### src/dtd_pkg.sv
// Shared types, constants and calendar helpers for the date to day count block.
// No dependencies; used by dtd_pipe_ctl, the top level and the testbench.
`timescale 1ns / 1ps

package dtd_pkg;

	localparam int NUM_STAGES = 5;

	localparam logic [13:0] EPOCH_YEAR    = 14'd1970;
	localparam logic [13:0] MAX_YEAR      = 14'd9999;
	localparam logic [8:0]  DAYS_PER_YEAR = 9'd365;
	// leap years in 1..1969
	localparam logic [11:0] EPOCH_LEAPS   = 12'd477;
	// floor(x * 2621 / 2^16) is x / 25 or one below, for x < 4096
	localparam logic [11:0] RECIP_25      = 12'd2621;
	localparam logic [11:0] CENTURY_QTR   = 12'd25;
	// floor(x * 73 / 2^9) is x / 7 or one below, for x < 512
	localparam logic [6:0]  RECIP_7       = 7'd73;
	localparam logic [8:0]  DAYS_PER_WEEK = 9'd7;

	localparam logic [3:0] JANUARY  = 4'd1;
	localparam logic [3:0] FEBRUARY = 4'd2;
	localparam logic [3:0] DECEMBER = 4'd12;

	localparam logic [2:0] SUNDAY   = 3'd0;
	localparam logic [2:0] MONDAY   = 3'd1;
	localparam logic [2:0] FRIDAY   = 3'd5;
	localparam logic [2:0] SATURDAY = 3'd6;
	localparam logic [2:0] MOD7_TOP = 3'd7;

	typedef struct packed {
		logic [NUM_STAGES-1:0] load;
		logic [NUM_STAGES-1:0] valid;
	} pipe_ctl_t;

	// days before the first of the month, non-leap year
	function automatic logic [8:0] month_offset(input logic [3:0] m);
		logic [8:0] v;
		case (m)
			4'd2:    v = 9'd31;
			4'd3:    v = 9'd59;
			4'd4:    v = 9'd90;
			4'd5:    v = 9'd120;
			4'd6:    v = 9'd151;
			4'd7:    v = 9'd181;
			4'd8:    v = 9'd212;
			4'd9:    v = 9'd243;
			4'd10:   v = 9'd273;
			4'd11:   v = 9'd304;
			4'd12:   v = 9'd334;
			default: v = 9'd0;
		endcase
		return v;
	endfunction

	// month length, non-leap year
	function automatic logic [4:0] month_length(input logic [3:0] m);
		logic [4:0] v;
		case (m)
			4'd2:    v = 5'd28;
			4'd4:    v = 5'd30;
			4'd6:    v = 5'd30;
			4'd9:    v = 5'd30;
			4'd11:   v = 5'd30;
			default: v = 5'd31;
		endcase
		return v;
	endfunction

	// x mod 7 by folding octal digits (8 = 1 mod 7)
	function automatic logic [2:0] mod7_22(input logic [21:0] x);
		logic [23:0] w;
		logic [5:0]  s;
		logic [3:0]  t;
		logic [2:0]  u;
		w = {2'b00, x};
		s = 6'd0;
		for (int i = 0; i < 8; i++) begin
			s = s + {3'd0, w[3*i +: 3]};
		end
		t = {1'b0, s[5:3]} + {1'b0, s[2:0]};
		u = {2'b00, t[3]} + t[2:0];
		return (u == MOD7_TOP) ? 3'd0 : u;
	endfunction

endpackage

### src/dtd_pipe_ctl.sv
// Valid/ready control for the date pipeline: per-stage valid bits, load enables.
// Depends on dtd_pkg.
`timescale 1ns / 1ps

module dtd_pipe_ctl (
	input  logic                clk,
	input  logic                arst_n,
	input  logic                up_valid,
	output logic                up_ready,
	input  logic                down_ready,
	output dtd_pkg::pipe_ctl_t  ctl
);

	localparam int N = dtd_pkg::NUM_STAGES;

	logic [N-1:0] valid_q;
	logic [N:0]   rdy;

	// a stage loads when it is empty or its word moves on; bubbles collapse
	always_comb begin
		rdy[N] = down_ready;
		for (int i = N - 1; i >= 0; i--) begin
			rdy[i] = !valid_q[i] || rdy[i+1];
		end
	end

	always_ff @(posedge clk or negedge arst_n) begin
		if (!arst_n) begin
			valid_q <= '0;
		end else begin
			for (int i = 0; i < N; i++) begin
				if (rdy[i]) begin
					valid_q[i] <= (i == 0) ? up_valid : valid_q[(i == 0) ? 0 : i - 1];
				end
			end
		end
	end

	assign up_ready  = rdy[0];
	assign ctl.load  = rdy[N-1:0];
	assign ctl.valid = valid_q;

endmodule

### src/date_to_day_count_weekday.sv
// Top level: Gregorian date to epoch day count, weekday, week and next workday.
// Depends on dtd_pkg and dtd_pipe_ctl.
`timescale 1ns / 1ps
//
// Input channel date_valid/date_ready carries one date word (year, month,
// day_of_month). Output channel result_valid/result_ready carries one result
// word per date, in order.
// The pipeline has five register stages: range fixups and the /25 reciprocal
// products, leap and day-of-year, the epoch day count product, the mod 7
// folds and week number, the final workday step. result_valid is the valid
// bit of the final stage; throughput is one word per cycle whenever
// result_ready is high.
// Each stage has its own valid bit and loads when empty or when its word
// moves on, so an empty stage keeps taking words while the result waits.
// date_ready depends combinationally on result_ready through the stages.
// Reset clears all valid bits; no result is pending after reset.
// Years before 1970 give too_early = 1 and all other fields zero.

module date_to_day_count_weekday (
	input  logic        clk,
	input  logic        arst_n,
	input  logic        date_valid,
	output logic        date_ready,
	input  logic [13:0] year,
	input  logic [3:0]  month,
	input  logic [4:0]  day_of_month,
	output logic        result_valid,
	input  logic        result_ready,
	output logic        too_early,
	output logic [21:0] days_since_epoch,
	output logic [2:0]  weekday,
	output logic        workday,
	output logic [5:0]  week_number,
	output logic [13:0] next_year,
	output logic [3:0]  next_month,
	output logic [4:0]  next_mday
);

	dtd_pkg::pipe_ctl_t ctl;

	dtd_pipe_ctl u_ctl (
		.clk        (clk),
		.arst_n     (arst_n),
		.up_valid   (date_valid),
		.up_ready   (date_ready),
		.down_ready (result_ready),
		.ctl        (ctl)
	);

	// ---------------- stage 1: fixups, reciprocal products
	logic [13:0] y_c;
	logic [3:0]  m_c;
	logic [4:0]  d_c;
	logic [13:0] ym1_c;

	always_comb begin
		y_c   = (year > dtd_pkg::MAX_YEAR) ? dtd_pkg::MAX_YEAR : year;
		m_c   = (month < dtd_pkg::JANUARY || month > dtd_pkg::DECEMBER) ?
			dtd_pkg::JANUARY : month;
		d_c   = (day_of_month == 5'd0) ? 5'd1 : day_of_month;
		ym1_c = y_c - 14'd1;
	end

	logic        te_s1;
	logic [13:0] y_s1;
	logic [3:0]  m_s1;
	logic [4:0]  d_s1;
	logic [11:0] nq_s1;
	logic [23:0] py_s1;
	logic [23:0] pn_s1;

	always_ff @(posedge clk) begin
		if (ctl.load[0]) begin
			te_s1 <= year < dtd_pkg::EPOCH_YEAR;
			y_s1  <= y_c;
			m_s1  <= m_c;
			d_s1  <= d_c;
			nq_s1 <= ym1_c[13:2];
			py_s1 <= {12'd0, y_c[13:2]} * {12'd0, dtd_pkg::RECIP_25};
			pn_s1 <= {12'd0, ym1_c[13:2]} * {12'd0, dtd_pkg::RECIP_25};
		end
	end

	// ---------------- stage 2: /25 correction, leap, day of year, month length, leap count
	logic [11:0] qy_raw, qn_raw, ry_raw, rn_raw, qy_c, qn_c, ry_c;
	logic        leap_c;
	logic [8:0]  yd_c;
	logic [4:0]  len_c;
	logic [11:0] lc_c;

	always_comb begin
		qy_raw = {4'd0, py_s1[23:16]};
		qn_raw = {4'd0, pn_s1[23:16]};
		ry_raw = y_s1[13:2] - qy_raw * dtd_pkg::CENTURY_QTR;
		rn_raw = nq_s1 - qn_raw * dtd_pkg::CENTURY_QTR;
		qy_c   = (ry_raw >= dtd_pkg::CENTURY_QTR) ? qy_raw + 12'd1 : qy_raw;
		ry_c   = (ry_raw >= dtd_pkg::CENTURY_QTR) ? ry_raw - dtd_pkg::CENTURY_QTR : ry_raw;
		qn_c   = (rn_raw >= dtd_pkg::CENTURY_QTR) ? qn_raw + 12'd1 : qn_raw;
		// divisible by 4, and not by 100 unless by 400
		leap_c = (y_s1[1:0] == 2'd0) && ((ry_c != 12'd0) || (qy_c[1:0] == 2'd0));
		yd_c   = dtd_pkg::month_offset(m_s1) + {4'd0, d_s1} +
			{8'd0, (m_s1 > dtd_pkg::FEBRUARY) && leap_c};
		len_c  = dtd_pkg::month_length(m_s1) +
			{4'd0, (m_s1 == dtd_pkg::FEBRUARY) && leap_c};
		lc_c   = nq_s1 - qn_c + {2'd0, qn_c[11:2]} - dtd_pkg::EPOCH_LEAPS;
	end

	logic        te_s2;
	logic [13:0] y_s2;
	logic [3:0]  m_s2;
	logic [4:0]  d_s2;
	logic        leap_s2;
	logic [4:0]  len_s2;
	logic [8:0]  yd_s2;
	logic [10:0] lc_s2;

	always_ff @(posedge clk) begin
		if (ctl.load[1]) begin
			te_s2   <= te_s1;
			y_s2    <= y_s1;
			m_s2    <= m_s1;
			d_s2    <= d_s1;
			leap_s2 <= leap_c;
			len_s2  <= len_c;
			yd_s2   <= yd_c;
			lc_s2   <= lc_c[10:0];
		end
	end

	// ---------------- stage 3: day count, first day step, week product
	logic [12:0] yoff_c;
	logic [21:0] days_c;
	logic [13:0] ny1_c;
	logic [3:0]  nm1_c;
	logic [4:0]  nd1_c;
	logic [5:0]  adj_c;
	logic [8:0]  ydm1_c;

	always_comb begin
		yoff_c = 13'(y_s2 - dtd_pkg::EPOCH_YEAR);
		days_c = {9'd0, yoff_c} * {13'd0, dtd_pkg::DAYS_PER_YEAR} + {11'd0, lc_s2} +
			{13'd0, yd_s2} - 22'd1;
		ydm1_c = yd_s2 - 9'd1;
		// adj = weekday offset of the stepped date, mod 7, plus the epoch weekday
		if (d_s2 < len_s2) begin
			ny1_c = y_s2;
			nm1_c = m_s2;
			nd1_c = d_s2 + 5'd1;
			adj_c = 6'd12;
		end else begin
			nd1_c = 5'd1;
			adj_c = {1'b0, len_s2} + 6'd12 - {1'b0, d_s2};
			if (m_s2 >= dtd_pkg::DECEMBER) begin
				nm1_c = dtd_pkg::JANUARY;
				ny1_c = y_s2 + 14'd1;
			end else begin
				nm1_c = m_s2 + 4'd1;
				ny1_c = y_s2;
			end
		end
	end

	logic        te_s3;
	logic [21:0] days_s3;
	logic [5:0]  adj_s3;
	logic [13:0] ny1_s3;
	logic [3:0]  nm1_s3;
	logic [4:0]  nd1_s3;
	logic        leap_s3;
	logic [8:0]  ydm1_s3;
	logic [15:0] wp_s3;

	always_ff @(posedge clk) begin
		if (ctl.load[2]) begin
			te_s3   <= te_s2;
			days_s3 <= days_c;
			adj_s3  <= adj_c;
			ny1_s3  <= ny1_c;
			nm1_s3  <= nm1_c;
			nd1_s3  <= nd1_c;
			leap_s3 <= leap_s2;
			ydm1_s3 <= ydm1_c;
			wp_s3   <= {7'd0, ydm1_c} * {9'd0, dtd_pkg::RECIP_7};
		end
	end

	// ---------------- stage 4: weekdays, week number, stepped month length
	logic [2:0] wd_c, w1_c;
	logic [8:0] wq_c, wr_c;
	logic [5:0] week_c;
	logic [4:0] len1_c;

	always_comb begin
		wd_c   = dtd_pkg::mod7_22(days_s3 + 22'd4);
		w1_c   = dtd_pkg::mod7_22(days_s3 + {16'd0, adj_s3});
		wq_c   = {2'd0, wp_s3[15:9]};
		wr_c   = ydm1_s3 - wq_c * dtd_pkg::DAYS_PER_WEEK;
		week_c = wq_c[5:0] + 6'd1 + {5'd0, wr_c >= dtd_pkg::DAYS_PER_WEEK};
		len1_c = dtd_pkg::month_length(nm1_s3) +
			{4'd0, (nm1_s3 == dtd_pkg::FEBRUARY) && leap_s3};
	end

	logic        te_s4;
	logic [21:0] days_s4;
	logic [2:0]  wd_s4;
	logic [2:0]  w1_s4;
	logic [5:0]  week_s4;
	logic [13:0] ny1_s4;
	logic [3:0]  nm1_s4;
	logic [4:0]  nd1_s4;
	logic [4:0]  len1_s4;

	always_ff @(posedge clk) begin
		if (ctl.load[3]) begin
			te_s4   <= te_s3;
			days_s4 <= days_s3;
			wd_s4   <= wd_c;
			w1_s4   <= w1_c;
			week_s4 <= week_c;
			ny1_s4  <= ny1_s3;
			nm1_s4  <= nm1_s3;
			nd1_s4  <= nd1_s3;
			len1_s4 <= len1_c;
		end
	end

	// ---------------- stage 5: skip the weekend, zero fields when too early
	logic [1:0]  skip_c;
	logic [5:0]  sum_c;
	logic [13:0] ny_c;
	logic [3:0]  nm_c;
	logic [4:0]  nd_c;

	always_comb begin
		case (w1_s4)
			dtd_pkg::SATURDAY: skip_c = 2'd2;
			dtd_pkg::SUNDAY:   skip_c = 2'd1;
			default:           skip_c = 2'd0;
		endcase
		// stepped date is valid, so at most one more month rollover
		sum_c = {1'b0, nd1_s4} + {4'd0, skip_c};
		if (sum_c <= {1'b0, len1_s4}) begin
			ny_c = ny1_s4;
			nm_c = nm1_s4;
			nd_c = sum_c[4:0];
		end else begin
			nd_c = 5'(sum_c - {1'b0, len1_s4});
			if (nm1_s4 >= dtd_pkg::DECEMBER) begin
				nm_c = dtd_pkg::JANUARY;
				ny_c = ny1_s4 + 14'd1;
			end else begin
				nm_c = nm1_s4 + 4'd1;
				ny_c = ny1_s4;
			end
		end
	end

	logic        te_s5;
	logic [21:0] days_s5;
	logic [2:0]  wd_s5;
	logic        work_s5;
	logic [5:0]  week_s5;
	logic [13:0] ny_s5;
	logic [3:0]  nm_s5;
	logic [4:0]  nd_s5;

	always_ff @(posedge clk) begin
		if (ctl.load[4]) begin
			te_s5   <= te_s4;
			days_s5 <= te_s4 ? 22'd0 : days_s4;
			wd_s5   <= te_s4 ? 3'd0 : wd_s4;
			work_s5 <= !te_s4 && (wd_s4 >= dtd_pkg::MONDAY) && (wd_s4 <= dtd_pkg::FRIDAY);
			week_s5 <= te_s4 ? 6'd0 : week_s4;
			ny_s5   <= te_s4 ? 14'd0 : ny_c;
			nm_s5   <= te_s4 ? 4'd0 : nm_c;
			nd_s5   <= te_s4 ? 5'd0 : nd_c;
		end
	end

	assign result_valid     = ctl.valid[4];
	assign too_early        = te_s5;
	assign days_since_epoch = days_s5;
	assign weekday          = wd_s5;
	assign workday          = work_s5;
	assign week_number      = week_s5;
	assign next_year        = ny_s5;
	assign next_month       = nm_s5;
	assign next_mday        = nd_s5;

endmodule

### config.mk
export PLATFORM = sky130hd
export DESIGN_NAME = date_to_day_count_weekday
export DESIGN_NICKNAME = d
export VERILOG_FILES = /design/src/dtd_pkg.sv /design/src/dtd_pipe_ctl.sv /design/src/date_to_day_count_weekday.sv
export SDC_FILE = /design/constraint.sdc
export NUM_CORES = 1
export LEC_CHECK = 0
export ABC_CLOCK_PERIOD_IN_PS = 8700
export BUFFER_PORTS_ARGS = -buffer_cell sky130_fd_sc_hd__buf_2
export CORE_MARGIN = 2
export CORE_UTILIZATION = 60
export CTS_CLUSTER_DIAMETER = 60
export DETAILED_ROUTE_END_ITERATION = 16
export PLACE_DENSITY = 0.76
export SYNTH_ARGS = -nofsm -noshare
export SYNTH_HDL_FRONTEND = slang
export SYNTH_SLANG_ARGS = --single-unit
### constraint.sdc
create_clock -name clk -period 8.7 [get_ports clk]
set_clock_uncertainty 0.05 [all_clocks]
set_input_delay 0 -clock clk [delete_from_list [all_inputs] [get_ports clk]]
set_output_delay 0 -clock clk [all_outputs]
set_load 0.03 [all_outputs]
==> impl_metrics.csv, run 1 <==
group,metric,value,unit
floorplan,dieArea,47300,um2
setup_path,path_delay_family,"adder cells",
floorplan,fp.dieH,218,um
clock_network,cts_buffers,31,
detailed_routing,totalWireLength,52600,um
setup_path,crit_slowest_cell,"fa_1",
placement,dp_hpwl,43100,um
yosys,synth-seq-cells,300,
status,status,"completed",
yosys,synth_edf_count,286,
floorplan,num_rows,78,
cells_and_area,drive_gt1_frac,0.0671,
grt,grt_pass1_wl,87700,um
floorplan,core,45200,um2
yosys,synth_top_family_by_area,"adder cells",
cells_and_area,finalCoreUtilization,0.659,
clock_network,cts_buffer_depth,3,
sta,worst_pin_slew,0.996,ns
grt,grt_pass1_vias,18400,
cells_and_area,n_antenna_cell,0,
yosys,yosysTopAreaCell,"edfxtp_1",
clock_network,tritoncts,"done",
yosys,synth_compound_area_frac,0.0661,
yosys,yosysWarnings,0,
clock_network,cts-root-buf,"clkbuf_16",
yosys,synth_top_area_frac,0.314,
yosys,synth_nets,3185,
sta,period_minus_slack,7.40,ns
grt,antenna_found_initial,0,
clock_network,htreeDepth,1,
setup_path,cp_slowest_stage_delay,0.60,ns
yosys,synth-main-ff-cell,"edfxtp_1",
setup_path,cp_common_cell,"ha_1",
clock_network,path_clk_slew,0.06,ns
detailed_routing,drt_iter0_drc,886,
yosys,syn_area,27400,um2
detailed_routing,vias_per_cell,5.35,
floorplan,io_pins,85,
floorplan,die_w,218,um
yosys,muxShareOfSynthArea,0.00658,
setup_path,crit_type,"register to register",
yosys,synthAdderAreaFrac,0.371,
yosys,synth_cell_types,78,
detailed_routing,num_vias,17300,
floorplan,start_util,0.606,
clock_network,cts_setup_buffers,0,
setup_path,worstSetupStartpointType,"register",
yosys,synth_xor_xnor_area_share,0.0717,
sta,fin_crit_sh,0.851,
yosys,synthSimpleGateAreaFrac,0.0824,
setup_path,required,8.98,ns
yosys,seq_area_frac_synth,0.325,
placement,place.gp.congestion,0.923,
sta,fin_tns_setup,0,ns
yosys,async_flop_share,0.0167,
grt,grt_max_degree,71,
detailed_routing,drcViolationCount,0,
sta,fmax,135,MHz
cells_and_area,syn_to_final_growth,8.82,%
detailed_routing,drtPass1Iterations,7,
clock_network,clkLatencyLatePin,0.59,ns
yosys,ys_top_cells_by_area,"edfxtp_1, ha_1, fa_1, inv_1, xnor2_1",
yosys,syn_inst,2487,
sta,hold_violations,0,
cells_and_area,final_nets,3312,
detailed_routing,antenna_left,0,
clock_network,numClockSinks,300,
sta,finalSetupViolations,0,
sta,slew_viol_final,0,
placement,portBuffers,84,
grt,overflow,0,
cells_and_area,fillCellCount,3436,
detailed_routing,wl_per_cell,16.2,um
setup_path,endpoint_kind,"register",
sta,max-slew-margin-rel,0.332,
grt,track_usage,0.230,
sta,rsz0062_at_grt,"no",
setup_path,critical_path_buf_inv_count,2,
setup_path,crit_arrival,7.68,ns
job,maxCapViolations,0,
hold_path,worstHoldPathType,"input pin to register",
setup_path,path_max_fanout,4,
yosys,synth_area_per_cell,11.0,um2
[routing by layer]
metal | GRT usage | wire length, um
met1 | 0.273 | 21400
met2 | 0.426 | 27000
met3 | 0.0220 | 2000
met4 | 0.0934 | 2220
met5 | 0 | 0
[worst paths after layout]
path	startpoint	to	slack, ns	depth (start not counted)
hold / removal	year[10]	y_s1[10]	0.03	3
setup / recovery	days_s3[1]	w1_s4[0]	1.30	27
setup reg to reg	days_s3[1]	w1_s4[0]	1.30	27
hold reg to reg	nd1_s3[4]	nd1_s4[4]	0.37	0
min in group asynchronous	arst_n	u_ctl.valid_q[1]	0.29	3
max in group asynchronous	arst_n	u_ctl.valid_q[4]	8.11	3
[cell usage in the layout (no fill, tap or decap), drive strengths merged, types with 5 or more instances in the layout]
| cell | n |
|---|---|
| inv | 540 |
| ha | 436 |
| edfxtp | 286 |
| fa | 235 |
| xnor2 | 143 |
| nand2 | 103 |
| nor2 | 98 |
| buf | 90 |
| a21oi | 76 |
| xor2 | 74 |
| o21ai | 55 |
| nor2b | 51 |
| clkbuf | 45 |
| nand3 | 44 |
| a21o | 35 |
| nor3 | 29 |
| dlygate4sd3 | 26 |
| nand2b | 26 |
| nand4 | 18 |
| a31oi | 17 |
| a21boi | 16 |
| and3 | 15 |
| and2 | 15 |
| o21a | 14 |
| or2 | 13 |
| mux2i | 12 |
| o21bai | 10 |
| dfxtp | 9 |
| o211ai | 8 |
| a211oi | 7 |
| clkinv | 7 |
| or3 | 6 |
| nor4 | 6 |
| a2111oi | 6 |
| nor3b | 5 |
| dfrtp | 5 |
| mux2 | 5 |
[Yosys cell counts, types with 16 or more instances]
master,number
fa_1,235
nand2_1,102
a31oi_1,16
nor3_1,28
xor2_1,72
o21ai_0,46
edfxtp_1,286
nand3_1,43
inv_1,538
xnor2_1,143
nand4_1,18
clkbuf_1,21
nor2_1,98
nand2b_1,24
a21oi_1,76
ha_1,436
a21o_1,34
nor2b_1,51
[state kept, by name, summed over array words and instances, names as in the netlist, 7 cells and up, named ones only]
| register | cells |
|---|---|
| pn_s1 | 8 |
| wp_s3 | 7 |
| ny1_s3 | 14 |
| next_year | 14 |
| days_s3 | 22 |
| nq_s1 | 12 |
| yd_s2 | 9 |
| days_s4 | 22 |
| py_s1 | 8 |
| y_s2 | 14 |
| lc_s2 | 11 |
| y_s1 | 14 |
| days_since_epoch | 22 |
| ny1_s4 | 14 |
| ydm1_s3 | 9 |
[worst min-delay path: stages]
cell and delay, ns:
buf_2 0.09, nor2_1 0.11, inv_1 0.28
[what timing repair did]
| action | in CTS | in global routing |
|---|---|---|
| gates resized for setup | 0 | 0 |
| hold endpoints to repair | 37 | 0 |
| endpoints found under the setup margin | 0 | 0 |
| hold buffers | 26 | 0 |
[stage by stage]
| step | cells | instance area [um2] | hold slack [ns] | setup slack (ns) |
|---|---|---|---|---|
| finish | 3239 | 29800 | 0.0295 | 1.30 |
| global placement | 3155 | 28500 | -0.236 | 1.53 |
| floorplan | 2487 | 27400 | -0.346 | 1.98 |
| detailed placement | 3155 | 28500 | -0.230 | 1.31 |
| CTS | 3239 | 29800 | 0.00210 | 1.29 |
| global route | 3239 | 29800 | 0.0408 | 0.799 |
[cells by family after synthesis]
kind of cell / after synthesis
AOI/OAI and AO/OA: 275
xor gates and xnor gates: 219
adders and majority gates: 671
buffers and inverters: 560
DFF: 300
muxes: 17
other: 1
and+or+nand+nor: 444
[final cells by class]
cell class / count / area (um2) / area share
Clock inverter: 13 / 151 / 0.00508
Clock buffer: 45 / 858 / 0.0288
Sequential cell: 300 / 8890 / 0.299
Multi-Input combinational cell: 1627 / 16400 / 0.550
Tap cell: 600 / 751 / 0.0252
Inverter: 538 / 2020 / 0.0678
Timing Repair Buffer: 116 / 726 / 0.0244
Power of run 1 is left out: the tool's default activity adds up to more than one toggle a clock period on the data nets, which glitch-free logic cannot reach.
==> inputs of run 2 (changes only) <==
--- a/config.mk
+++ b/config.mk
@@ -12,6 +12,7 @@
 export CTS_CLUSTER_DIAMETER = 60
 export DETAILED_ROUTE_END_ITERATION = 16
 export PLACE_DENSITY = 0.76
+export RECOVER_POWER = 25
 export SYNTH_ARGS = -nofsm -noshare
 export SYNTH_HDL_FRONTEND = slang
 export SYNTH_SLANG_ARGS = --single-unit
==> impl_metrics.csv, run 2 (same netlist as run 1, synthesis figures left out) <==
group,metric,value,unit
placement,place_area,28500,um2
grt,grt_max_degree,71,
cells_and_area,syn_to_final_growth,8.52,%
clock_network,clkLatencyLatePin,0.60,ns
cells_and_area,design_area,29700,um2
grt,grt_pass1_vias,18400,
setup_path,cp-endpoint,"w1_s4[0]",
placement,dp_hpwl,43100,um
sta,period_minus_slack,7.42,ns
cells_and_area,n_antenna_cell,0,
detailed_routing,drtPass1Iterations,7,
detailed_routing,drt_iter0_drc,868,
clock_network,hold_buffers,26,
cells_and_area,final_cell_mix,"inv_1, ha_1, edfxtp_1, fa_1, xnor2_1",
hold_path,worstHoldPathType,"input pin to register",
floorplan,die_w,218,um
grt,grt_pass1_wl,87700,um
cells_and_area,mostFrequentLayoutCell,"inv_1",
sta,rsz0062_at_grt,"no",
sta,fin_tns_setup,0,ns
detailed_routing,totalWireLength,52600,um
sta,finalSetupViolations,0,
detailed_routing,num_vias,17400,
clock_network,tritoncts,"done",
setup_path,r2r_cells,27,
floorplan,dieArea,47300,um2
sta,fmax,135,MHz
setup_path,reg2reg_to,"w1_s4[0]",
floorplan,core,45200,um2
floorplan,fp.dieH,218,um
clock_network,numClockSinks,300,
floorplan,num_rows,78,
grt,track_usage,0.230,
setup_path,startpoint,"days_s3[1]",
floorplan,io_pins,85,
setup_path,worstSetupStartpointType,"register",
setup_path,crit_arrival,7.70,ns
sta,max-slew-margin-rel,-0.658,
sta,fin_crit_sh,0.853,
sta,worst_pin_slew,2.49,ns
sta,slew_viol_final,57,
clock_network,path_clk_slew,0.07,ns
setup_path,endpoint_kind,"register",
job,maxCapViolations,1,
cells_and_area,drive_gt1_frac,0.0428,
clock_network,cts_buffers,31,
floorplan,start_util,0.606,
clock_network,cts_setup_buffers,0,
status,violations,"max-capacitance violations, max-slew violations",
clock_network,cts-root-buf,"clkbuf_16",
clock_network,cts_resized,0,
cells_and_area,fillCellCount,3478,
setup_path,required,8.98,ns
cells_and_area,regArea,8890,um2
detailed_routing,antenna_left,0,
detailed_routing,vias_per_cell,5.36,
setup_path,r2r_slack,1.28,ns
cells_and_area,final_nets,3312,
detailed_routing,drcViolationCount,0,
setup_path,r2r_start,"days_s3[1]",
placement,portBuffers,84,
placement,place.gp.congestion,0.923,
grt,overflow,0,
clock_network,cts_buffer_depth,3,
clock_network,htreeDepth,1,
status,status,"finished, violations left",
setup_path,path_max_fanout,4,
grt,antenna_found_initial,0,
cells_and_area,multiInputGateArea,16400,um2
sta,hold_violations,0,
detailed_routing,wl_per_cell,16.2,um
setup_path,crit_type,"register to register",
run 2: changes by cell type in the layout (fill, tap and decap cells not counted), sizes merged:
cell and change:
buf -64, clkbuf +64
run 2: stage by stage:
step | util | worst slack, ns | hold WS [ns] | std cells
floorplan | - | 1.98 | -0.346 | 2487
global placement | 0.631 | 1.53 | -0.236 | 3155
detailed placement | 0.631 | 1.31 | -0.230 | 3155
CTS | 0.659 | 1.29 | 0.00210 | 3239
global route | 0.657 | 0.799 | 0.0408 | 3239
finish | 0.657 | 1.28 | 0.0212 | 3239
run 2: layout make-up:
cell class,instances,area share
clock buffer,45,0.0289
clock inverter,13,0.00510
inverter,538,0.0680
multi-input combinational,1627,0.552
sequential,300,0.299
tap,600,0.0253
timing repair buffer,116,0.0217
run 2: worst max-delay path: stages (launching register included):
cell	delay, ns
edfxtp_1	0.48
ha_1	0.33
a21o_1	0.16
a21oi_1	0.24
o21bai_1	0.12
a21oi_1	0.26
nor2b_1	0.09
o21ai_0	0.46
nand2b_1	0.24
xnor2_1	0.11
fa_1	0.54
inv_1	0.05
fa_1	0.47
fa_1	0.53
fa_1	0.60
inv_1	0.05
ha_1	0.28
a21o_1	0.18
a21oi_1	0.17
xnor2_1	0.20
ha_1	0.30
a21o_1	0.18
a21o_1	0.18
ha_1	0.20
ha_1	0.19
xnor2_1	0.20
xnor2_1	0.18
a21boi_0	0.12
run 2: routing by layer:
metal | vias to the layer above | global-route usage | part of all wire
met4 | 0 | 0.0934 | 0.041
li1 | 8470 | - | -
met3 | 113 | 0.0220 | 0.036
met1 | 8422 | 0.273 | 0.41
met5 | - | 0 | 0
met2 | 356 | 0.426 | 0.51
run 2: how the worst min path moves through the flow:
stage	from	endpoint	slack [ns]	depth (start not counted)
finish	year[10]	y_s1[10]	0.02	3
global route	year[9]	y_s1[9]	0.04	3
CTS	year[10]	y_s1[10]	0.002	3
detailed placement	arst_n	u_ctl.valid_q[0]	-0.23	1
global placement	arst_n	u_ctl.valid_q[1]	-0.24	1
floorplan	arst_n	u_ctl.valid_q[0]	-0.35	0
Power of run 2 is left out for the same reason.
==> inputs of run 3 (changes only) <==
--- a/config.mk
+++ b/config.mk
@@ -8,11 +8,12 @@
 export ABC_CLOCK_PERIOD_IN_PS = 8700
 export BUFFER_PORTS_ARGS = -buffer_cell sky130_fd_sc_hd__buf_2
 export CORE_MARGIN = 2
-export CORE_UTILIZATION = 60
+export CORE_UTILIZATION = 55
 export CTS_CLUSTER_DIAMETER = 60
 export DETAILED_ROUTE_END_ITERATION = 16
-export PLACE_DENSITY = 0.76
+export PLACE_DENSITY = 0.71
 export RECOVER_POWER = 25
+export SLEW_MARGIN = 10
 export SYNTH_ARGS = -nofsm -noshare
 export SYNTH_HDL_FRONTEND = slang
 export SYNTH_SLANG_ARGS = --single-unit
==> impl_metrics.csv, run 3 (same netlist as run 1, synthesis figures left out) <==
group,metric,value,unit
status,status,"finished, violations left",
status,violations,"max-capacitance violations, max-slew violations",
clock_network,tritoncts,"done",
detailed_routing,totalWireLength,51900,um
sta,slew_viol_final,57,
placement,place.gp.congestion,0.932,
floorplan,dieArea,51600,um2
grt,grt_max_degree,71,
detailed_routing,drt_iter0_drc,821,
sta,hold_violations,0,
clock_network,path_clk_slew,0.06,ns
setup_path,crit_type,"register to register",
detailed_routing,wl_per_cell,15.7,um
detailed_routing,drtPass1Iterations,7,
sta,rsz0062_at_grt,"no",
detailed_routing,num_vias,17200,
setup_path,worstSetupStartpointType,"register",
clock_network,numClockSinks,300,
clock_network,cts_setup_buffers,0,
setup_path,r2r_slack,1.44,ns
grt,grt_pass1_vias,18000,
sta,fin_crit_sh,0.835,
cells_and_area,n_antenna_cell,0,
hold_path,worstHoldPathType,"input pin to register",
sta,period_minus_slack,7.26,ns
floorplan,fp.dieH,227,um
cells_and_area,final_cell_mix,"inv_1, ha_1, edfxtp_1, fa_1, xnor2_1",
cells_and_area,final_nets,3316,
clock_network,cts_buffer_depth,3,
detailed_routing,antenna_left,0,
placement,dp_hpwl,42400,um
floorplan,start_util,0.558,
grt,antenna_found_initial,0,
grt,overflow,0,
clock_network,cts_resized,0,
floorplan,io_pins,85,
placement,portBuffers,84,
sta,finalSetupViolations,0,
clock_network,clkLatencyLatePin,0.54,ns
clock_network,cts-root-buf,"clkbuf_16",
cells_and_area,mostFrequentLayoutCell,"inv_1",
detailed_routing,drcViolationCount,0,
cells_and_area,drive_gt1_frac,0.0477,
job,maxCapViolations,1,
setup_path,crit_arrival,7.49,ns
sta,fin_tns_setup,0,ns
detailed_routing,vias_per_cell,5.20,
setup_path,endpoint_kind,"register",
clock_network,cts_buffers,36,
grt,track_usage,0.212,
cells_and_area,syn_to_final_growth,9.53,%
sta,max-slew-margin-rel,-0.676,
clock_network,htreeDepth,2,
setup_path,required,8.93,ns
floorplan,core,49100,um2
grt,grt_pass1_wl,86700,um
setup_path,path_max_fanout,4,
sta,worst_pin_slew,2.51,ns
sta,fmax,138,MHz
floorplan,num_rows,81,
floorplan,die_w,227,um
run 3: cell count changes in the layout (fill, tap and decap cells not counted):
cell | before | now
clkinv_8 | 1 | 2
inv_8 | 0 | 3
inv_16 | 1 | 0
clkbuf_1 | 75 | 65
clkinv_4 | 1 | 0
clkinv_2 | 3 | 6
buf_2 | 21 | 22
clkbuf_16 | 31 | 36
clkbuf_8 | 3 | 0
inv_6 | 1 | 3
clkinv_1 | 2 | 5
bufinv_16 | 2 | 5
dlygate4sd3_1 | 26 | 25
run 3: worst max-delay path: stages (launching register included):
cell and delay (ns):
edfxtp_1 0.48, ha_1 0.33, a21o_1 0.16, a21oi_1 0.21, o21bai_1 0.09, a21oi_1 0.24
nor2b_1 0.07, o21ai_0 0.39, nand2b_1 0.23, xnor2_1 0.11, fa_1 0.54, inv_1 0.05
fa_1 0.47, fa_1 0.53, fa_1 0.60, inv_1 0.06, ha_1 0.30, a21o_1 0.18
a21oi_1 0.20, xnor2_1 0.20, ha_1 0.29, a21o_1 0.17, a21o_1 0.17, ha_1 0.19
ha_1 0.18, xnor2_1 0.19, xnor2_1 0.19, a21boi_0 0.13
run 3: worst paths after layout:
kind / endpoint / depth (start not counted) / from
max reg2reg: w1_s4[0] / 27 / days_s3[1]
max in group asynchronous: u_ctl.valid_q[4] / 3 / arst_n
min in group asynchronous: u_ctl.valid_q[0] / 3 / arst_n
min reg2reg: te_s2 / 0 / te_s1
min: y_s1[4] / 3 / year[4]
max: w1_s4[0] / 27 / days_s3[1]
run 3: cell type report:
class,count,area (um2)
Sequential cell,300,8890
Fill cell,3982,19100
Clock buffer,38,908
Inverter,538,2020
Multi-Input combinational cell,1627,16400
Tap cell,664,831
Timing Repair Buffer,115,634
Clock inverter,26,307
run 3: through the flow:
| stage | setup slack, ns | hold WS [ns] | utilization | std cells | area (um2) |
|---|---|---|---|---|---|
| finish | 1.44 | 0.0695 | 0.611 | 3308 | 30000 |
| global route | 0.996 | 0.127 | 0.611 | 3308 | 30000 |
| CTS | 1.41 | 0.0573 | 0.613 | 3308 | 30100 |
| detailed placement | 1.20 | -0.228 | 0.583 | 3219 | 28600 |
| global placement | 1.51 | -0.233 | 0.583 | 3219 | 28600 |
| floorplan | 1.98 | -0.346 | - | 2487 | 27400 |
run 3: layer usage:
| layer | global-route usage | up-vias | wire, um |
|---|---|---|---|
| li1 | - | 8479 | - |
| met1 | 0.255 | 8294 | 21900 |
| met2 | 0.388 | 334 | 26400 |
| met3 | 0.0249 | 109 | 1850 |
| met4 | 0.0765 | 0 | 1740 |
| met5 | 0 | - | 0 |
run 3: what timing repair did:
action,CTS,global route
setup endpoints to repair,0,0
hold endpoints to repair,29,0
hold buffers,25,0
Power of run 3 is left out for the same reason.
